===== src/rtl/atrp_pkg.sv =====
package atrp_pkg;

   // Field widths
   localparam int IN_W      = 16;
   localparam int ROLL_W    = 16;
   localparam int PITCH_W   = 15;

   // CORDIC datapath: operands are counts times 2^8, angle is degrees times 2^20
   localparam int OPND_SHIFT = 8;
   localparam int ACC_FRAC   = 20;
   localparam int TABLE_LEN  = 24;
   localparam int VEC_W      = 28;
   localparam int ANG_W      = 30;

   // Square root: radicand is (y*y + z*z) * 2^16, one result bit per cell
   localparam int SQ_W       = 32;
   localparam int RAD_W      = 48;
   localparam int SQRT_STEPS = 24;
   localparam int MAG_W      = 24;

   localparam logic signed [ANG_W-1:0] ANG_90 = ANG_W'(90 * (1 << ACC_FRAC));

   typedef struct packed {
      logic signed [VEC_W-1:0] x;
      logic signed [VEC_W-1:0] y;
      logic signed [ANG_W-1:0] ang;
      logic                    zero;
   } cordic_type;

   typedef struct packed {
      logic [RAD_W-1:0]        rem;
      logic [RAD_W-1:0]        root;
      logic signed [IN_W-1:0]  ax;
      logic signed [IN_W-1:0]  ay;
      logic signed [IN_W-1:0]  az;
   } sqrt_type;

   // atan(2^-i) in degrees times 2^20, rounded to nearest
   function automatic logic signed [ANG_W-1:0] atan_entry(input int idx);
      logic signed [ANG_W-1:0] val;
      case (idx)
         0:       val = ANG_W'(47185920);
         1:       val = ANG_W'(27855475);
         2:       val = ANG_W'(14718068);
         3:       val = ANG_W'(7471121);
         4:       val = ANG_W'(3750058);
         5:       val = ANG_W'(1876857);
         6:       val = ANG_W'(938658);
         7:       val = ANG_W'(469357);
         8:       val = ANG_W'(234682);
         9:       val = ANG_W'(117342);
         10:      val = ANG_W'(58671);
         11:      val = ANG_W'(29335);
         12:      val = ANG_W'(14668);
         13:      val = ANG_W'(7334);
         14:      val = ANG_W'(3667);
         15:      val = ANG_W'(1833);
         16:      val = ANG_W'(917);
         17:      val = ANG_W'(458);
         18:      val = ANG_W'(229);
         19:      val = ANG_W'(115);
         20:      val = ANG_W'(57);
         21:      val = ANG_W'(29);
         22:      val = ANG_W'(14);
         23:      val = ANG_W'(7);
         default: val = '0;
      endcase
      return val;
   endfunction

   // Flag the all-zero vector and fold the left half plane by +-90 degrees
   function automatic cordic_type cordic_prep(input logic signed [VEC_W-1:0] xv,
                                              input logic signed [VEC_W-1:0] yv);
      cordic_type v;
      v.zero = (xv == '0) && (yv == '0);
      v.x    = xv;
      v.y    = yv;
      v.ang  = '0;
      if (xv < 0) begin
         if (yv >= 0) begin
            v.x   = yv;
            v.y   = -xv;
            v.ang = ANG_90;
         end else begin
            v.x   = -yv;
            v.y   = xv;
            v.ang = -ANG_90;
         end
      end
      return v;
   endfunction

   // One vectoring micro-rotation, steering y toward zero
   function automatic cordic_type cordic_rotate(input cordic_type v, input int idx);
      cordic_type o;
      logic signed [VEC_W-1:0] dx;
      logic signed [VEC_W-1:0] dy;
      dx     = v.y >>> idx;
      dy     = v.x >>> idx;
      o.zero = v.zero;
      if (v.y >= 0) begin
         o.x   = v.x + dx;
         o.y   = v.y - dy;
         o.ang = v.ang + atan_entry(idx);
      end else begin
         o.x   = v.x - dx;
         o.y   = v.y + dy;
         o.ang = v.ang - atan_entry(idx);
      end
      return o;
   endfunction

endpackage


===== src/rtl/atrp_sqrt_cell.sv =====
module atrp_sqrt_cell import atrp_pkg::*; #(
   parameter int STEP = 0
) (
   input  logic     clock,
   input  logic     reset,
   input  logic     valid_in,
   input  sqrt_type sqrt_in,
   output logic     valid_out,
   output sqrt_type sqrt_out
);

   localparam logic [RAD_W-1:0] BIT = RAD_W'(1) << (2 * (SQRT_STEPS - 1 - STEP));

   logic     valid_ff;
   sqrt_type data_ff;
   sqrt_type data_in;
   logic [RAD_W-1:0] trial;

   // Decide one root bit: subtract the trial value when it fits
   always_comb begin
      trial   = sqrt_in.root + BIT;
      data_in = sqrt_in;
      if (sqrt_in.rem >= trial) begin
         data_in.rem  = sqrt_in.rem - trial;
         data_in.root = (sqrt_in.root >> 1) + BIT;
      end else begin
         data_in.root = sqrt_in.root >> 1;
      end
   end

   // Advance the item to the next cell
   always_ff @(posedge clock) begin
      if (reset) begin
         valid_ff <= 1'b0;
      end else begin
         valid_ff <= valid_in;
      end
   end

   always_ff @(posedge clock) begin
      data_ff <= data_in;
   end

   assign valid_out = valid_ff;
   assign sqrt_out  = data_ff;

endmodule


===== config.mk =====
export PLATFORM = sky130hd
export DESIGN_NAME = atrp_sqrt_cell
export DESIGN_NICKNAME = d
export VERILOG_FILES = /design/src/rtl/atrp_pkg.sv /design/src/rtl/atrp_sqrt_cell.sv
export SDC_FILE = /design/constraint.sdc
export NUM_CORES = 1
export LEC_CHECK = 0
export BUFFER_PORTS_ARGS = -buffer_cell sky130_fd_sc_hd__buf_2
export CAP_MARGIN = 20
export CORE_ASPECT_RATIO = 1.25
export CORE_UTILIZATION = 24
export CTS_BUF_LIST = sky130_fd_sc_hd__clkbuf_16
export DETAILED_ROUTE_END_ITERATION = 12
export PLACE_DENSITY_LB_ADDON = 0.08
export SLEW_MARGIN = 20
export SYNTH_ARGS = -nofsm -noshare
export SYNTH_HDL_FRONTEND = slang
export SYNTH_SLANG_ARGS = --single-unit

===== constraint.sdc =====
create_clock -name clock -period 2.8 [get_ports clock]
set_input_delay 0.14 -clock clock [delete_from_list [all_inputs] [get_ports clock]]
set_output_delay 0.14 -clock clock [all_outputs]
set_load 0.01 [all_outputs]

# Word level (Yosys, flattened, before mapping)
# Cells that the tools add are included.
# totals
reg_bits,145
output_inout_bits,145
wordCells,13
# classes
n_addsub,3
n_mux,2
n_lt_le_gt_ge,1
# ops
op,n
47-bit by 47-bit adder with 48-bit output (second input constant),1
48-bit by 47-bit adder with 48-bit output (second input constant),1
48-bit >= comparator,1
48-bit 2-to-1 mux,1
48-bit subtractor,1
47-bit 2-to-1 mux,1

# Longest topological paths before layout
# depth
depth_word,3
depth_mapped,13
mapped_depth_nobuf,12

# Least setup slack after synthesis
# Ideal clock, no wire load.
# synth_path
path_kind,input to register
startpoint,input sqrt_in[96] (netlist bit)
endpoint,register data_ff (netlist bit sqrt_out[104])
arrival_ns,2.319
n_path_buf,1
setup_slack_ns,0.360
path_stages,11
required_time_ns,2.679
setup_time_ns,0.121
cell_sequence,inv_1 > ha_1 > fa_1 > nand2b_1 > a21oi_1 > nor4b_1 > o21ai_1 > a31oi_4 > a21oi_4 > buf_2 > mux2_2
# synth_lines
element,line_no,text
from (decl),atrp_sqrt_cell.sv:7,"input sqrt_type sqrt_in,"
to (signal assigned),atrp_sqrt_cell.sv:41,data_ff <= data_in;
to (decl),atrp_sqrt_cell.sv:15,sqrt_type data_ff;

==> key figures <==
Status
  – Outcome: finished, final reports clean

Floorplan
  – Core Rows: 67
  – I/O pin cnt: 292
  – Core ar.: 0.0270 mm²
  – Die area: 0.0283 mm²
  – Vert. Die Dim: 188 µm
  – Starting density of the core: 24.6%
  – Die W: 151 µm

Yosys
  – Seq cells post-synth: 145
  – Synth area leader: dfxtp_1
  – Post-synth EDFFs: 0
  – Mapped Nets: 895
  – Syn Inst Count: 699
  – Post-synth cell types: 58
  – Synth top area share: 43.8%
  – Yosys warns: 0
  – Cell Area, Synth: 0.00663 mm²
  – Post-synth top flop: dfxtp_1
  – Synth top area cells: dfxtp_1 44%, ha_1 9.1%, mux2_2 7.1%
  – Mean Syn Cell Area: 9.49 µm²
  – Async SR Flop Fraction: 0%
  – Sequential share of the synthesized area: 43.8%

STA
  – RSZ-0062 raised after global routing: true
  – Tcrit/Tclk final: 96.9%
  – Final hold violations: 0
  – Fmax: 369 MHz
  – Setup tns final: 0 ps
  – Worst Tran Pin Value: 481 ps
  – Final setup viols: 0
  – Minimum clock period after layout: 2710 ps
  – Final Slew Violations: 0
  – Slew HR: 67.6%

Setup path
  – CP required: 3130 ps
  – Largest stage delay, worst path: 520 ps
  – Crit Path Class: primary input to flop
  – WP data arrival: 3050 ps
  – CP max stage cell: dlygate4sd3_1
  – CP endpoint kind: flop
  – Crit path cell chain: dlygate4sd3_1, buf_2, inv_1, ha_1, buf_4, a21oi_1, o21ai_0, buf_4, or3_1, a31oi_2, o31ai_1, xor2_1, mux2_2
  – Delay-heaviest family, CP: buffers and inverters
  – Maximum fanout along the worst path: 7
  – Worst path most repeated cell: buf_4
  – CP startpoint kind: primary input
  – Bufs and invs on worst path: 5

Cells and area
  – Fin nets: 1403
  – Layout area overhead: 69.2%
  – Layout cell share with drive strength beyond 1: 38.9%
  – Ant diodes: 0
  – Final core utilization: 41.6%

Power
  – Pleak: 5.37 nW
  – Maximum vdd drop: 365 µV
  – Cell area power density: 583 mW/mm²

Clock tree
  – CTS Buffer Depth: 2
  – Clock slew at reported path FFs: 80 ps
  – H-tree levels: 4
  – Total clock sinks: 145
  – Clock tree from TritonCTS: done
  – Num CTS Buffers: 17
  – Root Buffer: clkbuf_16

Global routing
  – Total grt overflow: 0
  – Pin count of the biggest net entering global routing: 30
  – Initial antenna violation count: 0
  – GRT Overall Usage: 16.0%
  – First-pass GRT wire length: 34900 µm
  – Vias in the first global route: 7137

Place
  – IO buf count: 291
  – GP Congestion: 0.791
  – Hpwl dp: 17600 µm

Min path
  – Hold WC Path Type: primary input to flop

Detailed routing
  – Vias: 6851
  – Initial DRC count: 274
  – Vias/cell: 4.38
  – DR DRC count: 0
  – Remaining antenna violation count: 0
  – Pre-antenna DRT Iters: 5
  – Routed wire per std cell: 14.6 µm
  – Routed WL: 22900 µm

Flow run
  – Max cap viols: 0
==> metrics by stage <==
stage	worst slack, ps	hold WS [ps]	instance area [µm²]	std cells	power [mW]
final	86.3	75.1	11200	1565	6.54
after global routing	-66.7	71.4	11200	1565	6.93
after CTS	0.259	50.5	11000	1561	6.61
after detailed placement	-60.8	244	9000	1386	3.98
after global placement	-68.2	242	9000	1386	3.99
after floorplan	360	168	6630	699	3.27
==> path summary, 6_finish.rpt <==
kind | from | endpoint | slack, ps | cells after the start
min | sqrt_in[138] | sqrt_out[138]$_DFF_P_ | 80 | 3
max | sqrt_in[64] | sqrt_out[137]$_DFF_P_ | 90 | 13
==> area by class of cell <==
cell class                      instances  area [µm²]
Clock buffer                           17         425
Fill cell                            2759       15800
Sequential cell                       145        2900
Clock inverter                         15         180
Inverter                               54         203
Timing Repair Buffer                  518        3580
Tap cell                              345         432
Multi-Input combinational cell        471        3500
==> worst min-delay path: cells and delay by family <==
family	cells	cell delay, ps
and+or+nand+nor	1	120
AOI/OAI and AO/OA	1	120
buffers and inverters	1	90
==> where the power goes <==
group          switching [mW]  internal (mW)  total, mW
registers              0.0475           2.27       2.32
clock network            1.04           1.36       2.40
logic                   0.887          0.933       1.82
total                    1.98           4.56       6.54
==> timing repair <==
item	in CTS	in global routing
gates resized for setup	0	28
buffers inserted	0	3
endpoints found under the hold margin	143	0
hold buffers	143	0
setup endpoints to repair	0	47
==> flip-flops by register name, indices dropped and copies added, names as in the netlist <==
register   count
valid_out      1
sqrt_out     144
==> layout by cell type (no fill, tap or decap), types with 4 or more instances in the layout <==
master	Yosys	final
clkbuf_16	0	18
xnor2_1	25	25
a21o_1	19	19
o21ai_1	6	7
nor2_1	30	29
buf_2	20	291
a21oi_1	62	58
inv_1	54	54
ha_1	48	44
a31oi_1	9	6
a21oi_2	1	5
o211ai_1	4	4
nand3_1	15	15
buf_4	0	79
inv_6	0	9
o21bai_1	6	6
o21a_1	5	5
dfxtp_1	145	145
nand4_1	17	17
xor2_1	18	18
nor3_1	13	12
mux2_2	42	42
and3_1	7	7
nor2b_1	11	11
o21ai_0	31	27
nand2b_1	7	7
nand2_1	46	46
nand3b_1	5	5
dlygate4sd3_1	0	143
or3_1	6	6
==> cell usage after synthesis, types with 2 or more instances <==
master      n
a211o_1     2
a21o_1     19
a21oi_1    62
a22oi_1     2
a31o_1      2
a31oi_1     9
and2_1      4
and3_1      7
buf_2      20
clkbuf_1    7
dfxtp_1   145
ha_1       48
inv_1      54
mux2_2     42
mux2i_1     3
nand2_1    46
nand2b_1    7
nand3_1    15
nand3b_1    5
nand4_1    17
nor2_1     30
nor2b_1    11
nor3_1     13
o211ai_1    4
o211ai_2    2
o21a_1      5
o21ai_0    31
o21ai_1     6
o21bai_1    6
or3_1       6
xnor2_1    25
xor2_1     18
==> logic make-up (layout without fill, tap and decap cells) <==
group | after synthesis | count (layout) | share of synthesized area [%]
adders and majority gates | 49 | 49 | 9.36
DFF | 145 | 145 | 43.8
buffers and inverters | 83 | 604 | 5.21
and+or+nand+nor | 168 | 168 | 12.8
AOI/OAI and AO/OA | 166 | 166 | 15.7
xor gates and xnor gates | 43 | 43 | 5.68
muxes | 45 | 45 | 7.58
==> layer usage <==
layer / vias up / share of wire (%) / GRT usage [%]
met3: 22 / 5.7 / 3.45
met2: 211 / 52 / 30.0
met1: 3155 / 41 / 17.3
met5: - / 0 / 0
met4: 0 / 1.6 / 5.65
li1: 3463 / - / -
Note: power is estimated with default switching activity, not from simulation.
