<file path="src/rtl/atrp_pkg.sv">
package atrp_pkg;

   // Field widths
   localparam int IN_W      = 16;
   localparam int ROLL_W    = 16;
   localparam int PITCH_W   = 15;

   // CORDIC datapath: operands are counts times 2^8, angle is degrees times 2^20
   localparam int OPND_SHIFT = 8;
   localparam int ACC_FRAC   = 20;
   localparam int TABLE_LEN  = 24;
   localparam int VEC_W      = 28;
   localparam int ANG_W      = 30;

   // Square root: radicand is (y*y + z*z) * 2^16, one result bit per cell
   localparam int SQ_W       = 32;
   localparam int RAD_W      = 48;
   localparam int SQRT_STEPS = 24;
   localparam int MAG_W      = 24;

   localparam logic signed [ANG_W-1:0] ANG_90 = ANG_W'(90 * (1 << ACC_FRAC));

   typedef struct packed {
      logic signed [VEC_W-1:0] x;
      logic signed [VEC_W-1:0] y;
      logic signed [ANG_W-1:0] ang;
      logic                    zero;
   } cordic_type;

   typedef struct packed {
      logic [RAD_W-1:0]        rem;
      logic [RAD_W-1:0]        root;
      logic signed [IN_W-1:0]  ax;
      logic signed [IN_W-1:0]  ay;
      logic signed [IN_W-1:0]  az;
   } sqrt_type;

   // atan(2^-i) in degrees times 2^20, rounded to nearest
   function automatic logic signed [ANG_W-1:0] atan_entry(input int idx);
      logic signed [ANG_W-1:0] val;
      case (idx)
         0:       val = ANG_W'(47185920);
         1:       val = ANG_W'(27855475);
         2:       val = ANG_W'(14718068);
         3:       val = ANG_W'(7471121);
         4:       val = ANG_W'(3750058);
         5:       val = ANG_W'(1876857);
         6:       val = ANG_W'(938658);
         7:       val = ANG_W'(469357);
         8:       val = ANG_W'(234682);
         9:       val = ANG_W'(117342);
         10:      val = ANG_W'(58671);
         11:      val = ANG_W'(29335);
         12:      val = ANG_W'(14668);
         13:      val = ANG_W'(7334);
         14:      val = ANG_W'(3667);
         15:      val = ANG_W'(1833);
         16:      val = ANG_W'(917);
         17:      val = ANG_W'(458);
         18:      val = ANG_W'(229);
         19:      val = ANG_W'(115);
         20:      val = ANG_W'(57);
         21:      val = ANG_W'(29);
         22:      val = ANG_W'(14);
         23:      val = ANG_W'(7);
         default: val = '0;
      endcase
      return val;
   endfunction

   // Flag the all-zero vector and fold the left half plane by +-90 degrees
   function automatic cordic_type cordic_prep(input logic signed [VEC_W-1:0] xv,
                                              input logic signed [VEC_W-1:0] yv);
      cordic_type v;
      v.zero = (xv == '0) && (yv == '0);
      v.x    = xv;
      v.y    = yv;
      v.ang  = '0;
      if (xv < 0) begin
         if (yv >= 0) begin
            v.x   = yv;
            v.y   = -xv;
            v.ang = ANG_90;
         end else begin
            v.x   = -yv;
            v.y   = xv;
            v.ang = -ANG_90;
         end
      end
      return v;
   endfunction

   // One vectoring micro-rotation, steering y toward zero
   function automatic cordic_type cordic_rotate(input cordic_type v, input int idx);
      cordic_type o;
      logic signed [VEC_W-1:0] dx;
      logic signed [VEC_W-1:0] dy;
      dx     = v.y >>> idx;
      dy     = v.x >>> idx;
      o.zero = v.zero;
      if (v.y >= 0) begin
         o.x   = v.x + dx;
         o.y   = v.y - dy;
         o.ang = v.ang + atan_entry(idx);
      end else begin
         o.x   = v.x - dx;
         o.y   = v.y + dy;
         o.ang = v.ang - atan_entry(idx);
      end
      return o;
   endfunction

endpackage

</file>
<file path="src/rtl/atrp_cordic_cell.sv">
module atrp_cordic_cell import atrp_pkg::*; #(
   parameter int STEP = 0
) (
   input  logic       clock,
   input  logic       reset,
   input  logic       valid_in,
   input  cordic_type roll_in,
   input  cordic_type pitch_in,
   output logic       valid_out,
   output cordic_type roll_out,
   output cordic_type pitch_out
);

   logic       valid_ff;
   cordic_type roll_ff;
   cordic_type pitch_ff;
   cordic_type roll_in_v;
   cordic_type pitch_in_v;

   // Rotate both vectors by this cell's fixed angle
   always_comb begin
      roll_in_v  = cordic_rotate(roll_in, STEP);
      pitch_in_v = cordic_rotate(pitch_in, STEP);
   end

   always_ff @(posedge clock) begin
      if (reset) begin
         valid_ff <= 1'b0;
      end else begin
         valid_ff <= valid_in;
      end
   end

   always_ff @(posedge clock) begin
      roll_ff  <= roll_in_v;
      pitch_ff <= pitch_in_v;
   end

   assign valid_out = valid_ff;
   assign roll_out  = roll_ff;
   assign pitch_out = pitch_ff;

endmodule

</file>
<file path="config.mk">
export PLATFORM = sky130hd
export DESIGN_NAME = atrp_cordic_cell
export DESIGN_NICKNAME = d
export VERILOG_FILES = /design/src/rtl/atrp_pkg.sv /design/src/rtl/atrp_cordic_cell.sv
export SDC_FILE = /design/constraint.sdc
export NUM_CORES = 1
export LEC_CHECK = 0
export BUFFER_PORTS_ARGS = -buffer_cell sky130_fd_sc_hd__buf_2
export CAP_MARGIN = 25
export CORE_MARGIN = 2
export CORE_UTILIZATION = 55
export CTS_CLUSTER_DIAMETER = 60
export DETAILED_ROUTE_END_ITERATION = 8
export GPL_TIMING_DRIVEN = 0
export HOLD_SLACK_MARGIN = 0.05
export PLACE_DENSITY = 0.83
export RECOVER_POWER = 100
export SLEW_MARGIN = 20
export SYNTH_ARGS = -nofsm -noshare
export SYNTH_HDL_FRONTEND = slang
export SYNTH_SLANG_ARGS = --single-unit
</file>
<file path="constraint.sdc">
create_clock -name clock -period 6.5 [get_ports clock]
set_input_delay 0.325 -clock clock [delete_from_list [all_inputs] [get_ports clock]]
set_output_delay 0.325 -clock clock [all_outputs]
set_load 0.01 [all_outputs]
</file>
# == Yosys cells after proc, flatten, opt, wreduce, memory -nomap -nowiden ==
# Cells that the tools add are included.
# word_totals
regBits,175
latch_bits,0
mem_bits_rw,0
rom_bits,0
inputBits,177
output_inout_bits,175
wordCells,27
n_memories,0
# classes
add_sub_neg,10
mul,0
div,0
magnitude_cmp,2
n_eq_ne,0
shift,0
muxes,6
bitwise_logic,0
n_reduce_logical,0
# op_table
op,n
2-to-1 mux 86 bit,2
2-to-1 mux 30 bit,4
subtractor 28 bit,4
adder 30 bit,2
subtractor 30 bit,2
adder 28 bit,2
"greater-or-equal comparator 28 x 1 -> 1 bit, second input constant",2

# == Longest topological paths before layout ==
# logic_depth
word_depth,4
depth_mapped,13
mapped_depth_nobuf,12

# == Least setup slack after synthesis ==
# No wires, ideal clock.
# synth_path
path_type,input -> register
from,in roll_in[58] (netlist bit)
to,reg roll_ff (netlist bit roll_out[29])
setup_ns,0.072
arrival_ns,2.566
t_required_ns,6.428
setup_slack_ns,3.862
path_stages,13
n_path_buf,3
cell_sequence,clkbuf_1 -> clkbuf_1 -> buf_1 -> xor2_1 -> ha_1 -> a21oi_1 -> nor2_1 -> nor2_1 -> o21ai_0 -> a21oi_1 -> a21oi_1 -> o21ai_0 -> xnor2_1
# synth_rtl
item,line,rtl
start: declaration,atrp_cordic_cell.sv:7,"input cordic_type roll_in,"
end signal: assignment,atrp_cordic_cell.sv:35,roll_ff <= roll_in_v;
end: declaration,atrp_cordic_cell.sv:15,cordic_type roll_ff;

==> results_dict.tcl <==
set metrics [dict create \
    final_common_cell "clkbuf_1" \
    rsz0062_at_grt "false" \
    cts_setup_buffers 0 \
    fin_nets 2367 \
    drtIter0Drc 1092 \
    drc_errors 0 \
    core_area_mm2 0.0233 \
    die_width_um 158 \
    outcome "complete, no violations" \
    routed-wl-met3_um 3750 \
    totalWireLength_um 48800 \
    ys_seq_area_frac 0.266 \
    io_pins 352 \
    syn_inst 1600 \
    critPathSlowestCell "clkbuf_1" \
    fmax_ghz 0.242 \
    required_ns 6.83 \
    crit_path_end_kind "flop" \
    initial_utilization 0.557 \
    gp_congestion 0.986 \
    synth_area_mm2 0.0130 \
    clockBufferDepth 2 \
    slew_headroom 0.244 \
    synth_flop_cell "dfxtp_1" \
    tns_ns 0 \
    leakage_nw 7.48 \
    io_buffers 351 \
    root_buffer "clkbuf_16" \
    drv_cap 0 \
    overflow 0 \
    vias_per_cell 5.78 \
    slew_violations 0 \
    die_y_um 158 \
    path_common_cell "a21oi_1" \
    vias 13580 \
    cts-resized-gates 0 \
    ir_worst_vdd_mv 0.145 \
    grt_pass1_wl_um 72600 \
    layout-drive-gt1-share 0.109 \
    worst-path-max-fanout 11 \
    route.met2.wl_um 23300 \
    clkTransAtPathRegs_ns 0.08 \
    cts_sinks 173 \
    power_mw 3.81 \
    yosys_warnings 0 \
    hp-class "in2reg" \
    critPathArrivalTime_ns 4.45 \
    setup_viol 0 \
    max_stage_delay_ns 0.91 \
    start_kind "input port" \
    fill_cells 2063 \
    post-dp-hpwl_um 37200 \
    crit_type "in2reg" \
    ys_ff_latch 173 \
    top_layer "met5" \
    syn_nets 1953 \
    grt_pass1_vias 13339 \
    layout_common_cells "clkbuf_1, a21oi_1, dfxtp_1, inv_1, ha_1" \
    avgSynthCellArea_um2 8.13 \
    async_flop_share 0 \
    track_usage 0.381 \
    wl_per_cell_um 20.8 \
    crit_chain "buf_2 -> clkbuf_1 -> inv_1 -> clkbuf_1 -> clkbuf_1 -> ha_1 -> a21oi_1 -> a21oi_1 -> a21oi_1 -> nor2_1 -> a311oi_1 -> a21oi_1 -> xor2_1" \
    synth_edf_count 0 \
    die_area_mm2 0.0249 \
    numCtsBuffers 17 \
    num_rows 56 \
    hold_violations 0 \
    ant_nets 0 \
    met1_length_um 19200 \
    antenna_found_initial 6 \
    tightest_slew_ns 1.13 \
    cts_tree "done" \
    netlist-cell-type-count 88 \
    drt-pass1-iter-count 5 \
    fin_crit_sh 0.635 \
    synthToLayoutAreaGrowth_pct 22.2 \
    grt_max_degree 23 \
    powerDensity_mw_per_mm2 239 \
    htreeDepth 4 \
    hold_buffers 44 \
    layout_min_cycle_time_ns 4.13 \
]
==> worst max-delay path, delay by kind of cell <==
kind            cells  cell delay [ns]
compound gates      5             1.01
xor+xnor            1             0.20
fa+ha+maj           1             0.43
buf+inv             5             2.36
simple gates        1             0.11
==> area by class of cell <==
class / instances / area (um2) / share of cell area
Timing Repair Buffer: 395 / 1950 / 0.123
Clock inverter: 15 / 215 / 0.0135
Antenna cell: 5 / 12.5 / 0.000787
Tap cell: 319 / 399 / 0.0251
Inverter: 175 / 657 / 0.0413
Multi-Input combinational cell: 1179 / 8450 / 0.532
Buffer: 73 / 312 / 0.0196
Sequential cell: 173 / 3460 / 0.218
Clock buffer: 17 / 425 / 0.0268
==> sequential cells by signal, indices dropped and copies added (netlist names) <==
| name | count |
|---|---|
| pitch_out | 86 |
| roll_out | 86 |
| valid_out | 1 |
==> path summary, 6_finish.rpt <==
check / end / cells after the start / slack [ns] / start
hold / removal: pitch_out[30] / 2 / 0.07 / pitch_in[30]
setup / recovery: pitch_out[30] / 13 / 2.37 / pitch_in[58]
==> power breakdown <==
part / internal [mW] / switching, mW
registers: 1.26 / 0.0667
clock network: 0.541 / 0.579
logic: 0.499 / 0.859
==> cell usage after synthesis (3+ instances only) <==
| cell type | count | share of area |
|---|---|---|
| and3_1 | 11 | 0.0053 |
| nand3_1 | 19 | 0.0073 |
| clkbuf_1 | 39 | 0.011 |
| a311oi_1 | 6 | 0.0040 |
| fa_1 | 6 | 0.0092 |
| a211o_1 | 6 | 0.0040 |
| a31oi_1 | 13 | 0.0063 |
| a31o_1 | 3 | 0.0020 |
| a21oi_1 | 184 | 0.071 |
| buf_2 | 15 | 0.0058 |
| and2_1 | 4 | 0.0019 |
| o31a_1 | 3 | 0.0020 |
| mux2i_1 | 27 | 0.021 |
| nand2_1 | 68 | 0.020 |
| or3_1 | 6 | 0.0029 |
| nor4_1 | 10 | 0.0048 |
| xor2_1 | 29 | 0.020 |
| nor2_1 | 121 | 0.035 |
| nor2b_1 | 18 | 0.0087 |
| o21ai_0 | 79 | 0.030 |
| nand3b_1 | 4 | 0.0023 |
| buf_1 | 14 | 0.0040 |
| o22ai_1 | 9 | 0.0043 |
| nor3_1 | 31 | 0.012 |
| o31ai_1 | 12 | 0.0069 |
| nor3b_1 | 3 | 0.0017 |
| o211ai_1 | 10 | 0.0058 |
| nand2b_1 | 19 | 0.0091 |
| o221ai_1 | 3 | 0.0020 |
| dfxtp_1 | 173 | 0.27 |
| xnor2_1 | 97 | 0.065 |
| o21bai_1 | 42 | 0.024 |
| nand4_1 | 14 | 0.0067 |
| ha_1 | 170 | 0.16 |
| o21a_1 | 11 | 0.0063 |
| a21o_1 | 49 | 0.028 |
| a21oi_2 | 6 | 0.0040 |
| o21ai_1 | 15 | 0.0058 |
| a211oi_1 | 15 | 0.0087 |
| buf_6 | 3 | 0.0026 |
| inv_1 | 172 | 0.050 |
==> routing by layer <==
| layer | up-vias | global-route usage |
|---|---|---|
| met4 | 2 | 0.209 |
| met2 | 753 | 0.655 |
| met3 | 162 | 0.0657 |
| met5 | - | 0 |
| met1 | 6310 | 0.449 |
| li1 | 6353 | - |
==> metrics by stage <==
step           cells  setup slack [ns]  utilization  instance area (um2)  hold slack, ns
2_1_floorplan   1600              3.86            -                13000           0.353
4_1_cts         2346              2.47        0.696                16200          0.0569
3_5_place_dp    2270              2.01        0.650                15200           0.429
5_1_grt         2348              2.28        0.681                15900          0.0606
6_report        2351              2.37        0.681                15900          0.0657
3_3_place_gp    2270              2.02        0.650                15200           0.428
==> logic make-up after synthesis <==
| kind of cell | synth area share |
|---|---|
| XOR/XNOR | 0.0848 |
| flip-flops | 0.266 |
| AO/OA/AOI/OAI | 0.254 |
| multiplexers | 0.0208 |
| AND/OR/NAND/NOR | 0.126 |
| adder cells (fa/ha/maj) | 0.173 |
| buffers and inverters | 0.0753 |
(Power assumes the default switching activity.)
